[config.mk]
export PLATFORM = sky130hd
export DESIGN_NAME = washout_filter_second_order_core_flat
export DESIGN_NICKNAME = d
export VERILOG_FILES = /design/src/rtl/wof_pkg.sv /design/src/rtl/wof_if.sv /design/src/rtl/washout_filter_second_order_core.sv /design/src/flat_wrapper.sv
export SDC_FILE = /design/constraint.sdc
export NUM_CORES = 2
export LEC_CHECK = 0
export BUFFER_PORTS_ARGS = -buffer_cell sky130_fd_sc_hd__buf_2
export CAP_MARGIN = 40
export CORE_MARGIN = 4
export CORE_UTILIZATION = 50
export CTS_BUF_LIST = sky130_fd_sc_hd__clkbuf_16
export DETAILED_ROUTE_END_ITERATION = 10
export PLACE_DENSITY = 0.67
export SYNTH_ARGS = -nofsm -noshare
export SYNTH_HDL_FRONTEND = slang
export SYNTH_SLANG_ARGS = --single-unit
[constraint.sdc]
create_clock -name clock -period 6 [get_ports clock]
set_input_delay 0.3 -clock clock [delete_from_list [all_inputs] [get_ports clock]]
set_output_delay 0.3 -clock clock [all_outputs]
set_load 0.02 [all_outputs]
[src/rtl/wof_pkg.sv]
// shared types and constants of the second-order washout filter
`timescale 1ns / 1ps

package wof_pkg;

   localparam int SAMPLE_W  = 32;
   localparam int LIMIT_W   = 31;
   localparam int COEF_W    = 32;
   localparam int MAG_W     = 42;
   localparam int PROD_W    = MAG_W + COEF_W;
   localparam int RND_W     = PROD_W - 16;
   localparam int TERM_W    = RND_W + 1;
   localparam int CNT_W     = $clog2(COEF_W);
   localparam int CSR_IDX_W = 3;

   typedef logic signed [SAMPLE_W-1:0] sample_type;
   typedef logic [COEF_W-1:0]          coef_type;
   typedef logic [LIMIT_W-1:0]         limit_type;
   typedef logic [CSR_IDX_W-1:0]       csr_idx_type;
   typedef logic signed [TERM_W-1:0]   term_type;

   // register indexes
   localparam csr_idx_type REG_ACC_LIMIT      = 3'd0;
   localparam csr_idx_type REG_FEEDBACK_GAIN  = 3'd1;
   localparam csr_idx_type REG_NORMALIZE_GAIN = 3'd2;
   localparam csr_idx_type REG_STEP_SQ        = 3'd3;
   localparam csr_idx_type REG_INV_STEP_SQ    = 3'd4;

   // register reset values
   localparam limit_type RST_ACC_LIMIT      = 31'd642253;
   localparam coef_type  RST_FEEDBACK_GAIN  = 32'd66437775;
   localparam coef_type  RST_NORMALIZE_GAIN = 32'd5649275;
   localparam coef_type  RST_STEP_SQ        = 32'd6711;
   localparam coef_type  RST_INV_STEP_SQ    = 32'd163840000;

   // multiply steps of one item
   localparam logic [1:0] OP_FEEDBACK  = 2'd0;
   localparam logic [1:0] OP_DRIVE     = 2'd1;
   localparam logic [1:0] OP_NORMALIZE = 2'd2;
   localparam logic [1:0] OP_REALIZED  = 2'd3;

   // clip a rounded term to the signed sample range
   function automatic sample_type sat_sample(input term_type v);
      logic [TERM_W-SAMPLE_W:0] upper;
      sample_type               res;
      upper = v[TERM_W-1:SAMPLE_W-1];
      if (upper == '0 || upper == '1) begin
         res = v[SAMPLE_W-1:0];
      end else if (v[TERM_W-1]) begin
         res = {1'b1, {(SAMPLE_W-1){1'b0}}};
      end else begin
         res = {1'b0, {(SAMPLE_W-1){1'b1}}};
      end
      return res;
   endfunction

endpackage

[src/rtl/wof_if.sv]
// channel interfaces of the second-order washout filter
`timescale 1ns / 1ps

interface wof_req_if import wof_pkg::*; ();
   logic       valid;
   logic       ready;
   sample_type acc;
   modport source (output valid, output acc, input ready);
   modport sink (input valid, input acc, output ready);
endinterface

interface wof_rsp_if import wof_pkg::*; ();
   logic       valid;
   logic       ready;
   sample_type position;
   sample_type real_acc;
   modport source (output valid, output position, output real_acc, input ready);
   modport sink (input valid, input position, input real_acc, output ready);
endinterface

interface wof_csr_if import wof_pkg::*; ();
   logic        valid;
   logic        ready;
   csr_idx_type index;
   coef_type    data;
   modport source (output valid, output index, output data, input ready);
   modport sink (input valid, input index, input data, output ready);
endinterface

[src/rtl/washout_filter_second_order_core.sv]
// second-order washout filter core, one axis, bit-serial multiply
`timescale 1ns / 1ps

// One acceleration sample in, one position and realized acceleration out.
// The four products of an item (feedback, drive, normalize, realized
// acceleration) run one after another on a single shift-add multiplier that
// takes one coefficient bit per cycle, so each product is a pass over all
// coefficient bits plus load, sign, round and accumulate steps. An item is
// finished before the next sample is taken. A new sample is taken while
// the previous result still waits on the rsp channel. Configuration writes
// are taken at any time and must be made while the block is idle.

module washout_filter_second_order_core import wof_pkg::*; (
   input logic        clock,
   input logic        reset,
   wof_req_if.sink    req_ch,
   wof_rsp_if.source  rsp_ch,
   wof_csr_if.sink    csr_ch
);

   localparam logic [2:0] ST_IDLE = 3'd0;
   localparam logic [2:0] ST_LOAD = 3'd1;
   localparam logic [2:0] ST_ABS  = 3'd2;
   localparam logic [2:0] ST_MUL  = 3'd3;
   localparam logic [2:0] ST_RND  = 3'd4;
   localparam logic [2:0] ST_ACC  = 3'd5;
   localparam logic [2:0] ST_OUT  = 3'd6;

   logic [2:0]               state_ff, state_in;
   logic [1:0]               op_ff, op_in;
   logic [CNT_W-1:0]         cnt_ff, cnt_in;

   limit_type                acc_limit_ff, acc_limit_in;
   coef_type                 feedback_gain_ff, feedback_gain_in;
   coef_type                 normalize_gain_ff, normalize_gain_in;
   coef_type                 step_sq_ff, step_sq_in;
   coef_type                 inv_step_sq_ff, inv_step_sq_in;

   sample_type               pos_last_ff, pos_last_in;
   sample_type               pos_before_last_ff, pos_before_last_in;

   sample_type               acc_ff, acc_in;
   logic signed [MAG_W-1:0]  opnd_ff, opnd_in;
   logic signed [MAG_W-1:0]  sum_ff, sum_in;
   logic                     sign_ff, sign_in;
   logic [MAG_W-1:0]         mag_ff, mag_in;
   coef_type                 coef_ff, coef_in;
   logic [MAG_W-1:0]         hi_ff, hi_in;
   logic [COEF_W-1:0]        lo_ff, lo_in;
   term_type                 term_ff, term_in;
   sample_type               pos_ff, pos_in;
   sample_type               racc_ff, racc_in;

   logic                     rsp_valid_ff, rsp_valid_in;
   sample_type               rsp_position_ff, rsp_position_in;
   sample_type               rsp_real_acc_ff, rsp_real_acc_in;

   logic                     req_fire;
   logic                     out_free;
   sample_type               limit_pos;
   sample_type               limit_neg;
   logic [MAG_W:0]           mul_sum;
   logic [PROD_W-1:0]        prod;
   logic [RND_W-1:0]         rmag;

   assign req_ch.ready    = (state_ff == ST_IDLE);
   assign csr_ch.ready    = 1'b1;
   assign rsp_ch.valid    = rsp_valid_ff;
   assign rsp_ch.position = rsp_position_ff;
   assign rsp_ch.real_acc = rsp_real_acc_ff;

   assign req_fire  = req_ch.valid && req_ch.ready;
   assign out_free  = !rsp_valid_ff || rsp_ch.ready;
   assign limit_pos = {1'b0, acc_limit_ff};
   assign limit_neg = -limit_pos;
   assign mul_sum   = {1'b0, hi_ff} + (coef_ff[0] ? {1'b0, mag_ff} : '0);
   assign prod      = {hi_ff, lo_ff};

   always_comb begin
      if (op_ff == OP_REALIZED) begin
         rmag = prod[PROD_W-1:16] + RND_W'(prod[15]);
      end else begin
         rmag = RND_W'(prod[PROD_W-1:24]) + RND_W'(prod[23]);
      end
   end

   // configuration writes
   always_comb begin
      acc_limit_in      = acc_limit_ff;
      feedback_gain_in  = feedback_gain_ff;
      normalize_gain_in = normalize_gain_ff;
      step_sq_in        = step_sq_ff;
      inv_step_sq_in    = inv_step_sq_ff;
      if (csr_ch.valid && csr_ch.ready) begin
         unique case (csr_ch.index)
            REG_ACC_LIMIT:      acc_limit_in      = csr_ch.data[LIMIT_W-1:0];
            REG_FEEDBACK_GAIN:  feedback_gain_in  = csr_ch.data;
            REG_NORMALIZE_GAIN: normalize_gain_in = csr_ch.data;
            REG_STEP_SQ:        step_sq_in        = csr_ch.data;
            REG_INV_STEP_SQ:    inv_step_sq_in    = csr_ch.data;
            default: begin
            end
         endcase
      end
   end

   // sequencer and datapath
   always_comb begin
      state_in           = state_ff;
      op_in              = op_ff;
      cnt_in             = cnt_ff;
      pos_last_in        = pos_last_ff;
      pos_before_last_in = pos_before_last_ff;
      acc_in             = acc_ff;
      opnd_in            = opnd_ff;
      sum_in             = sum_ff;
      sign_in            = sign_ff;
      mag_in             = mag_ff;
      coef_in            = coef_ff;
      hi_in              = hi_ff;
      lo_in              = lo_ff;
      term_in            = term_ff;
      pos_in             = pos_ff;
      racc_in            = racc_ff;
      rsp_valid_in       = rsp_valid_ff && !rsp_ch.ready;
      rsp_position_in    = rsp_position_ff;
      rsp_real_acc_in    = rsp_real_acc_ff;

      unique case (state_ff)
         ST_IDLE: begin
            if (req_fire) begin
               priority if (req_ch.acc > limit_pos) begin
                  acc_in = limit_pos;
               end else if (req_ch.acc < limit_neg) begin
                  acc_in = limit_neg;
               end else begin
                  acc_in = req_ch.acc;
               end
               op_in    = OP_FEEDBACK;
               state_in = ST_LOAD;
            end
         end
         ST_LOAD: begin
            unique case (op_ff)
               OP_FEEDBACK: begin
                  opnd_in = MAG_W'(pos_last_ff);
                  coef_in = feedback_gain_ff;
               end
               OP_DRIVE: begin
                  opnd_in = MAG_W'(acc_ff);
                  coef_in = step_sq_ff;
               end
               OP_NORMALIZE: begin
                  opnd_in = sum_ff;
                  coef_in = normalize_gain_ff;
               end
               OP_REALIZED: begin
                  opnd_in = MAG_W'(pos_ff) - (MAG_W'(pos_last_ff) <<< 1)
                          + MAG_W'(pos_before_last_ff);
                  coef_in = inv_step_sq_ff;
               end
               default: begin
               end
            endcase
            state_in = ST_ABS;
         end
         ST_ABS: begin
            sign_in  = opnd_ff[MAG_W-1];
            mag_in   = opnd_ff[MAG_W-1] ? MAG_W'(-opnd_ff) : MAG_W'(opnd_ff);
            hi_in    = '0;
            lo_in    = '0;
            cnt_in   = '0;
            state_in = ST_MUL;
         end
         ST_MUL: begin
            hi_in   = mul_sum[MAG_W:1];
            lo_in   = {mul_sum[0], lo_ff[COEF_W-1:1]};
            coef_in = coef_ff >> 1;
            cnt_in  = cnt_ff + 1'b1;
            if (cnt_ff == '1) begin
               state_in = ST_RND;
            end
         end
         ST_RND: begin
            term_in  = sign_ff ? -$signed({1'b0, rmag}) : $signed({1'b0, rmag});
            state_in = ST_ACC;
         end
         ST_ACC: begin
            unique case (op_ff)
               OP_FEEDBACK:  sum_in  = MAG_W'(term_ff) - MAG_W'(pos_before_last_ff);
               OP_DRIVE:     sum_in  = sum_ff + MAG_W'(term_ff);
               OP_NORMALIZE: pos_in  = sat_sample(term_ff);
               OP_REALIZED:  racc_in = sat_sample(term_ff);
               default: begin
               end
            endcase
            if (op_ff == OP_REALIZED) begin
               state_in = ST_OUT;
            end else begin
               op_in    = op_ff + 1'b1;
               state_in = ST_LOAD;
            end
         end
         ST_OUT: begin
            if (out_free) begin
               rsp_valid_in       = 1'b1;
               rsp_position_in    = pos_ff;
               rsp_real_acc_in    = racc_ff;
               pos_before_last_in = pos_last_ff;
               pos_last_in        = pos_ff;
               state_in           = ST_IDLE;
            end
         end
         default: begin
            state_in = ST_IDLE;
         end
      endcase
   end

   always_ff @(posedge clock) begin
      if (reset) begin
         state_ff           <= ST_IDLE;
         op_ff              <= OP_FEEDBACK;
         cnt_ff             <= '0;
         acc_limit_ff       <= RST_ACC_LIMIT;
         feedback_gain_ff   <= RST_FEEDBACK_GAIN;
         normalize_gain_ff  <= RST_NORMALIZE_GAIN;
         step_sq_ff         <= RST_STEP_SQ;
         inv_step_sq_ff     <= RST_INV_STEP_SQ;
         pos_last_ff        <= '0;
         pos_before_last_ff <= '0;
         rsp_valid_ff       <= 1'b0;
      end else begin
         state_ff           <= state_in;
         op_ff              <= op_in;
         cnt_ff             <= cnt_in;
         acc_limit_ff       <= acc_limit_in;
         feedback_gain_ff   <= feedback_gain_in;
         normalize_gain_ff  <= normalize_gain_in;
         step_sq_ff         <= step_sq_in;
         inv_step_sq_ff     <= inv_step_sq_in;
         pos_last_ff        <= pos_last_in;
         pos_before_last_ff <= pos_before_last_in;
         rsp_valid_ff       <= rsp_valid_in;
      end
   end

   always_ff @(posedge clock) begin
      acc_ff          <= acc_in;
      opnd_ff         <= opnd_in;
      sum_ff          <= sum_in;
      sign_ff         <= sign_in;
      mag_ff          <= mag_in;
      coef_ff         <= coef_in;
      hi_ff           <= hi_in;
      lo_ff           <= lo_in;
      term_ff         <= term_in;
      pos_ff          <= pos_in;
      racc_ff         <= racc_in;
      rsp_position_ff <= rsp_position_in;
      rsp_real_acc_ff <= rsp_real_acc_in;
   end

   a_start_seq: assert property (@(posedge clock) disable iff (reset)
      req_fire |=> (state_ff == ST_LOAD && op_ff == OP_FEEDBACK))
      else $error("accepted sample did not start the feedback product");

   a_rsp_from_out: assert property (@(posedge clock) disable iff (reset)
      $rose(rsp_valid_ff) |-> $past(state_ff) == ST_OUT)
      else $error("result raised outside the output step");

   a_history_shift: assert property (@(posedge clock) disable iff (reset)
      (state_ff == ST_OUT && out_free) |=>
         (pos_before_last_ff == $past(pos_last_ff) && pos_last_ff == $past(pos_ff)))
      else $error("position history not shifted on result transfer");

   a_mul_length: assert property (@(posedge clock) disable iff (reset)
      (state_ff == ST_MUL && cnt_ff != '1) |=> state_ff == ST_MUL)
      else $error("bit-serial multiply cut short");

endmodule
[src/flat_wrapper.sv]
// flat-port wrapper written by rule: the top's interface ports become plain ports
module washout_filter_second_order_core_flat import wof_pkg::*;
  (clock, reset, req_ch_valid, req_ch_acc, req_ch_ready, rsp_ch_valid, rsp_ch_position, rsp_ch_real_acc, rsp_ch_ready, csr_ch_valid, csr_ch_index, csr_ch_data, csr_ch_ready);
  wof_req_if req_ch_i ();
  wof_rsp_if rsp_ch_i ();
  wof_csr_if csr_ch_i ();
  input logic clock;
  input logic reset;
  input wire logic [$bits(req_ch_i.valid)-1:0] req_ch_valid;
  input wire logic [$bits(req_ch_i.acc)-1:0] req_ch_acc;
  output wire logic [$bits(req_ch_i.ready)-1:0] req_ch_ready;
  output wire logic [$bits(rsp_ch_i.valid)-1:0] rsp_ch_valid;
  output wire logic [$bits(rsp_ch_i.position)-1:0] rsp_ch_position;
  output wire logic [$bits(rsp_ch_i.real_acc)-1:0] rsp_ch_real_acc;
  input wire logic [$bits(rsp_ch_i.ready)-1:0] rsp_ch_ready;
  input wire logic [$bits(csr_ch_i.valid)-1:0] csr_ch_valid;
  input wire logic [$bits(csr_ch_i.index)-1:0] csr_ch_index;
  input wire logic [$bits(csr_ch_i.data)-1:0] csr_ch_data;
  output wire logic [$bits(csr_ch_i.ready)-1:0] csr_ch_ready;
  assign req_ch_i.valid = req_ch_valid;
  assign req_ch_i.acc = req_ch_acc;
  assign req_ch_ready = req_ch_i.ready;
  assign rsp_ch_valid = rsp_ch_i.valid;
  assign rsp_ch_position = rsp_ch_i.position;
  assign rsp_ch_real_acc = rsp_ch_i.real_acc;
  assign rsp_ch_i.ready = rsp_ch_ready;
  assign csr_ch_i.valid = csr_ch_valid;
  assign csr_ch_i.index = csr_ch_index;
  assign csr_ch_i.data = csr_ch_data;
  assign csr_ch_ready = csr_ch_i.ready;
  washout_filter_second_order_core u_core (.clock(clock), .reset(reset), .req_ch(req_ch_i), .rsp_ch(rsp_ch_i), .csr_ch(csr_ch_i));
endmodule
# Word-level counts from Yosys, hierarchy flattened
# Cells that the tools add are included.
# totals
in_bits	72
output_inout_bits	67
word_cells	111
regBits	686
# classes
addsub	12
n_eq_ne	19
order_cmp	2
n_reduce_logical	26
n_mux	25
# ops
operator	count
$pmux W42 S2	2
$pmux W42 S4	1
$pmux W32 S2	2
$pmux W32 S4	1
$mux W58	2
$mux W32	3
$neg A58 Y59	1
$add A58 B1 Y58	1
$add A50 B1 Y51	1
$add A42 B43 Y43	1
$add A42 B42 Y42	1
$mux W42	1
$neg A42 Y42	1
$sub A42 B32 Y42	1
$mux W41	1
$add A34 B32 Y35	1
$sub A32 B33 Y34	1
$gt A32 B32 Y1	1
$lt A32 B32 Y1	1
$neg A31 Y32	1
$mux W31	1
$eq A28 B28 Y1 const B	1
$logic_not A28 Y1	1
$pmux W3 S7	1
23 further kinds	55

# Longest topological paths before layout
# depth
word_depth	4
depth_mapped	23
depth_no_buf	20

# Worst setup path after synthesis
# No wires, ideal clock.
# synth_path
path_type	reg-to-reg
startpoint	register u_core.acc_limit_ff[0]
endpoint	register u_core.acc_ff[24] (data pin)
arrival_time_ps	5209
n_path_buf	3
path_slack_ps	521
t_required_ps	5730
path_stages_with_launch	23
cell_sequence	dfxtp_1 > inv_1 > ha_1 > or3b_4 > or3_1 > clkbuf_1 > or4_4 > or4_4 > nand3b_4 > nor3_4 > nand3_2 > xnor2_2 > ha_1 > a21o_1 > a21o_1 > a21o_1 > a21oi_1 > o21ai_0 > a211oi_1 > buf_2 > buf_2 > mux2i_1 > o22ai_1
# synth_via
elab_chain_cells	4
# synth_rtl
item	line_no	source
start: declaration	washout_filter_second_order_core.sv:33	limit_type acc_limit_ff, acc_limit_in;
start signal: assignment	washout_filter_second_order_core.sv:237	acc_limit_ff <= acc_limit_in;
$neg A31 Y32	washout_filter_second_order_core.sv:75	assign limit_neg = -limit_pos;
$lt A32 B32 Y1	washout_filter_second_order_core.sv:134	end else if (req_ch.acc < limit_neg) begin
$mux W32	washout_filter_second_order_core.sv:134	
$mux W31 *	washout_filter_second_order_core.sv:132	priority if (req_ch.acc > limit_pos) begin
end signal: assignment	washout_filter_second_order_core.sv:249	acc_ff <= acc_in;
end: declaration	washout_filter_second_order_core.sv:42	sample_type acc_ff, acc_in;
# Every way passes the cells marked *; elsewhere a longest branch is shown, timed or not.
# A chain may end at the register's enable or synchronous reset.

# Worst setup path in the final report
# layout_path
startpoint	register u_core.acc_limit_ff[1]
endpoint	register u_core.acc_ff[7] (data pin)
# Same word-level chain as after synthesis.

==> results.toml <==
[outcome]
outcome = "completed"

[sta]
fmax_mhz = 178
max_slew_margin = 0.424
setup-tns-final_ns = 0
setup_viol = 0
maxSlewViolCount = 0
fin_crit_sh = 0.936
fin_ws_ns = 0.384
worstMarginPinSlew_ns = 0.858
clock_skew_ns = 0.0311
min_period_ns = 5.62
hold_violations = 0
rsz0062_at_grt = "no"

[global_routing]
busiest_layer = "met2"
grtUsageMet2 = 0.437
grt_pass1_vias = 31550
use_met3 = 0.0353
grtUsageTotal = 0.264
antenna_found_initial = 4
grt_max_degree = 93
grt.met1_usage = 0.350
grt_overflow = 0
grt_pass1_wl_mm = 180

[worst_setup_path]
required_ns = 6.35
crit_arrival_ns = 5.97
crit_path_start_kind = "register"
crit_top_cell = "a21o_1"
crit_family = "simple AND/OR/NAND/NOR gates"
cp.depth = 20
reg2reg_depth = 20
crit_chain = "inv_1 -> ha_1 -> or3b_4 -> or3_1 -> or4_4 -> or4_4 -> nand3b_4 -> nor3_4 -> nand3_2 -> xnor2_2 -> ha_1 -> a21o_1 -> a21o_1 -> a21o_1 -> a21oi_1 -> o21ai_0 -> a211oi_4 -> buf_4 -> mux2i_1 -> o22ai_1"
path_class = "reg2reg"
cp_slowest_stage_delay_ns = 0.49
cp_slowest_cell = "or4_4"
worstPathMaxFanout = 21
cp_num_buf_inv = 2
end_kind = "register"

[floorplanning]
initial_core_util = 0.507
ios = 139
fp.dieArea_mm2 = 0.0851
core_mm2 = 0.0794
die_w_um = 292
fp.dieH_um = 292
num_rows = 103

[detailed_routing]
ant_nets = 0
drc = 0
drt-total-wl_mm = 116
wire_per_inst_um = 20.8
vias = 33076
viasPerCell = 5.93
first_pass_iters = 6
drtIter0Drc = 3378

[finish]
syn2layout_area_growth_pct = 11.1
final_nets = 4765
layout-drive-gt1-share = 0.0833

[synthesis]
async_flop_share = 0
synthTopCellsByArea = "edfxtp_1 (33%), dfxtp_1 (12%), nand2_1 (6.6%)"
seq_area_frac_synth = 0.442
yosysMostFrequentCell = "nand2_1"
yosys.area.top_type = "edfxtp_1"
yosys_warnings = 0
synth_nets = 4707
synth.top_cells.by_count = "nand2_1 (707), edfxtp_1 (437), a21oi_1 (406), inv_1 (265), o21ai_0 (251)"
synthFlopType = "edfxtp_1"
syn_area_mm2 = 0.0403
synth_cell_types = 89
avgSynthCellArea_um2 = 9.13
syn_inst = 4407
synth_edf_count = 437
yosysTopAreaCellShare = 0.326
ys_seq_elements = 671

[flow_run]
max_cap_viol_count = 0

[clock_network]
post_cts_buffers = 0
holdBufCountCts = 32
ctsResizeCount = 0
path_clk_slew_ns = 0.06
clock_latency_ns = 0.63
clockBufferDepth = 3
cts_tree = "built"
h-tree-depth = 3
clock-sinks = 671
cts_buffers = 73
clock_tree.root_cell = "clkbuf_16"

[place]
numPortBuffers = 137
place_ws_ns = 0.427
gp_congestion = 0.955
dp_hpwl_mm = 83.9

[hold_path]
min_path_cells = 3
worstHoldPathType = "in2reg"

[power]
leakagePower_nw = 16.9
vdd_drop_max_v = 0.000217
power.density_mw_per_mm2 = 237
[logic make-up (layout without fill, tap and decap cells)]
family,Yosys count,after routing,synth area share
AND/OR/NAND/NOR,1585,1585,0.189
AO/OA/AOI/OAI,1039,1039,0.159
flip-flops,671,671,0.442
buffers and inverters,504,623,0.0477
XOR/XNOR,318,318,0.0696
adder cells (fa/ha/maj),228,228,0.0772
multiplexers,61,61,0.0154
other,1,4,0.0000932
[layout by cell type, fill, tap and decap left out, types with 77 or more instances in the layout]
cell type	n
buf_2	136
clkbuf_16	77
ha_1	191
xnor2_1	226
edfxtp_1	437
inv_1	278
nand3_1	91
xor2_1	90
a21o_1	78
dfxtp_1	234
nand2_1	706
a21oi_1	405
nor2_1	246
o21ai_0	251
[power breakdown]
part	internal (mW)	switching, mW	leakage, nW
Combinational	0.351	0.558	9.75
Clock	2.54	1.97	1.23
Sequential	5.06	0.138	5.89
Total	7.95	2.67	16.9
[per-layer routing]
metal	routed length [um]	part of all wire	vias to the layer above
li1	-	-	15847
met1	48700	0.42	15757
met2	54300	0.47	1226
met3	7890	0.068	244
met4	5360	0.046	2
met5	7	0.000060	-
[through the flow]
step | instances | utilization | instance area, um^2 | total power, mW | hold WS, ns
floorplan | 4407 | - | 40300 | 5.86 | 0.400
global placement | 5399 | 0.527 | 41800 | 6.15 | 0.401
detailed placement | 5408 | 0.529 | 42000 | 6.18 | 0.406
CTS | 5576 | 0.563 | 44700 | 10.7 | 0.0683
global route | 5579 | 0.564 | 44700 | 11.0 | 0.0940
finish | 5579 | 0.564 | 44700 | 10.6 | 0.106
[state kept, by name (all words and copies together) (netlist names), 17 cells and up]
register                   count
u_core.acc_ff                 32
u_core.acc_limit_ff           31
u_core.coef_ff                32
u_core.feedback_gain_ff       32
u_core.hi_ff                  42
u_core.inv_step_sq_ff         32
u_core.lo_ff                  17
u_core.mag_ff                 42
u_core.normalize_gain_ff      32
u_core.opnd_ff                42
u_core.pos_before_last_ff     32
u_core.pos_ff                 32
u_core.pos_last_ff            32
u_core.racc_ff                32
u_core.rsp_ch.position        32
u_core.rsp_ch.real_acc        32
u_core.step_sq_ff             32
u_core.sum_ff                 42
u_core.term_ff                59
[final cells by class]
class	instances	area (um^2)
clock inverters	59	480
well taps	1050	1310
inverters	268	1010
fillers	7058	34700
clock buffers	77	1930
multi-input cells	3232	20700
repair buffers	219	1530
diodes	3	7.51
flip-flops and latches	671	17800
[tightest hold or removal path, cell delays in order]
cell and delay (ns):
buf_2 0.09, inv_1 0.08, o31ai_1 0.08
[path summary, 6_finish.rpt]
path	slack, ns	from	endpoint
max reg2reg	0.38	u_core.acc_limit_ff[1]	u_core.acc_ff[7]
min	0.11	req_ch_acc[0]	u_core.acc_ff[0]
max	0.38	u_core.acc_limit_ff[1]	u_core.acc_ff[7]
min reg2reg	0.41	u_core.racc_ff[28]	u_core.rsp_ch.real_acc[28]
Power figures use the tool's default switching activity.
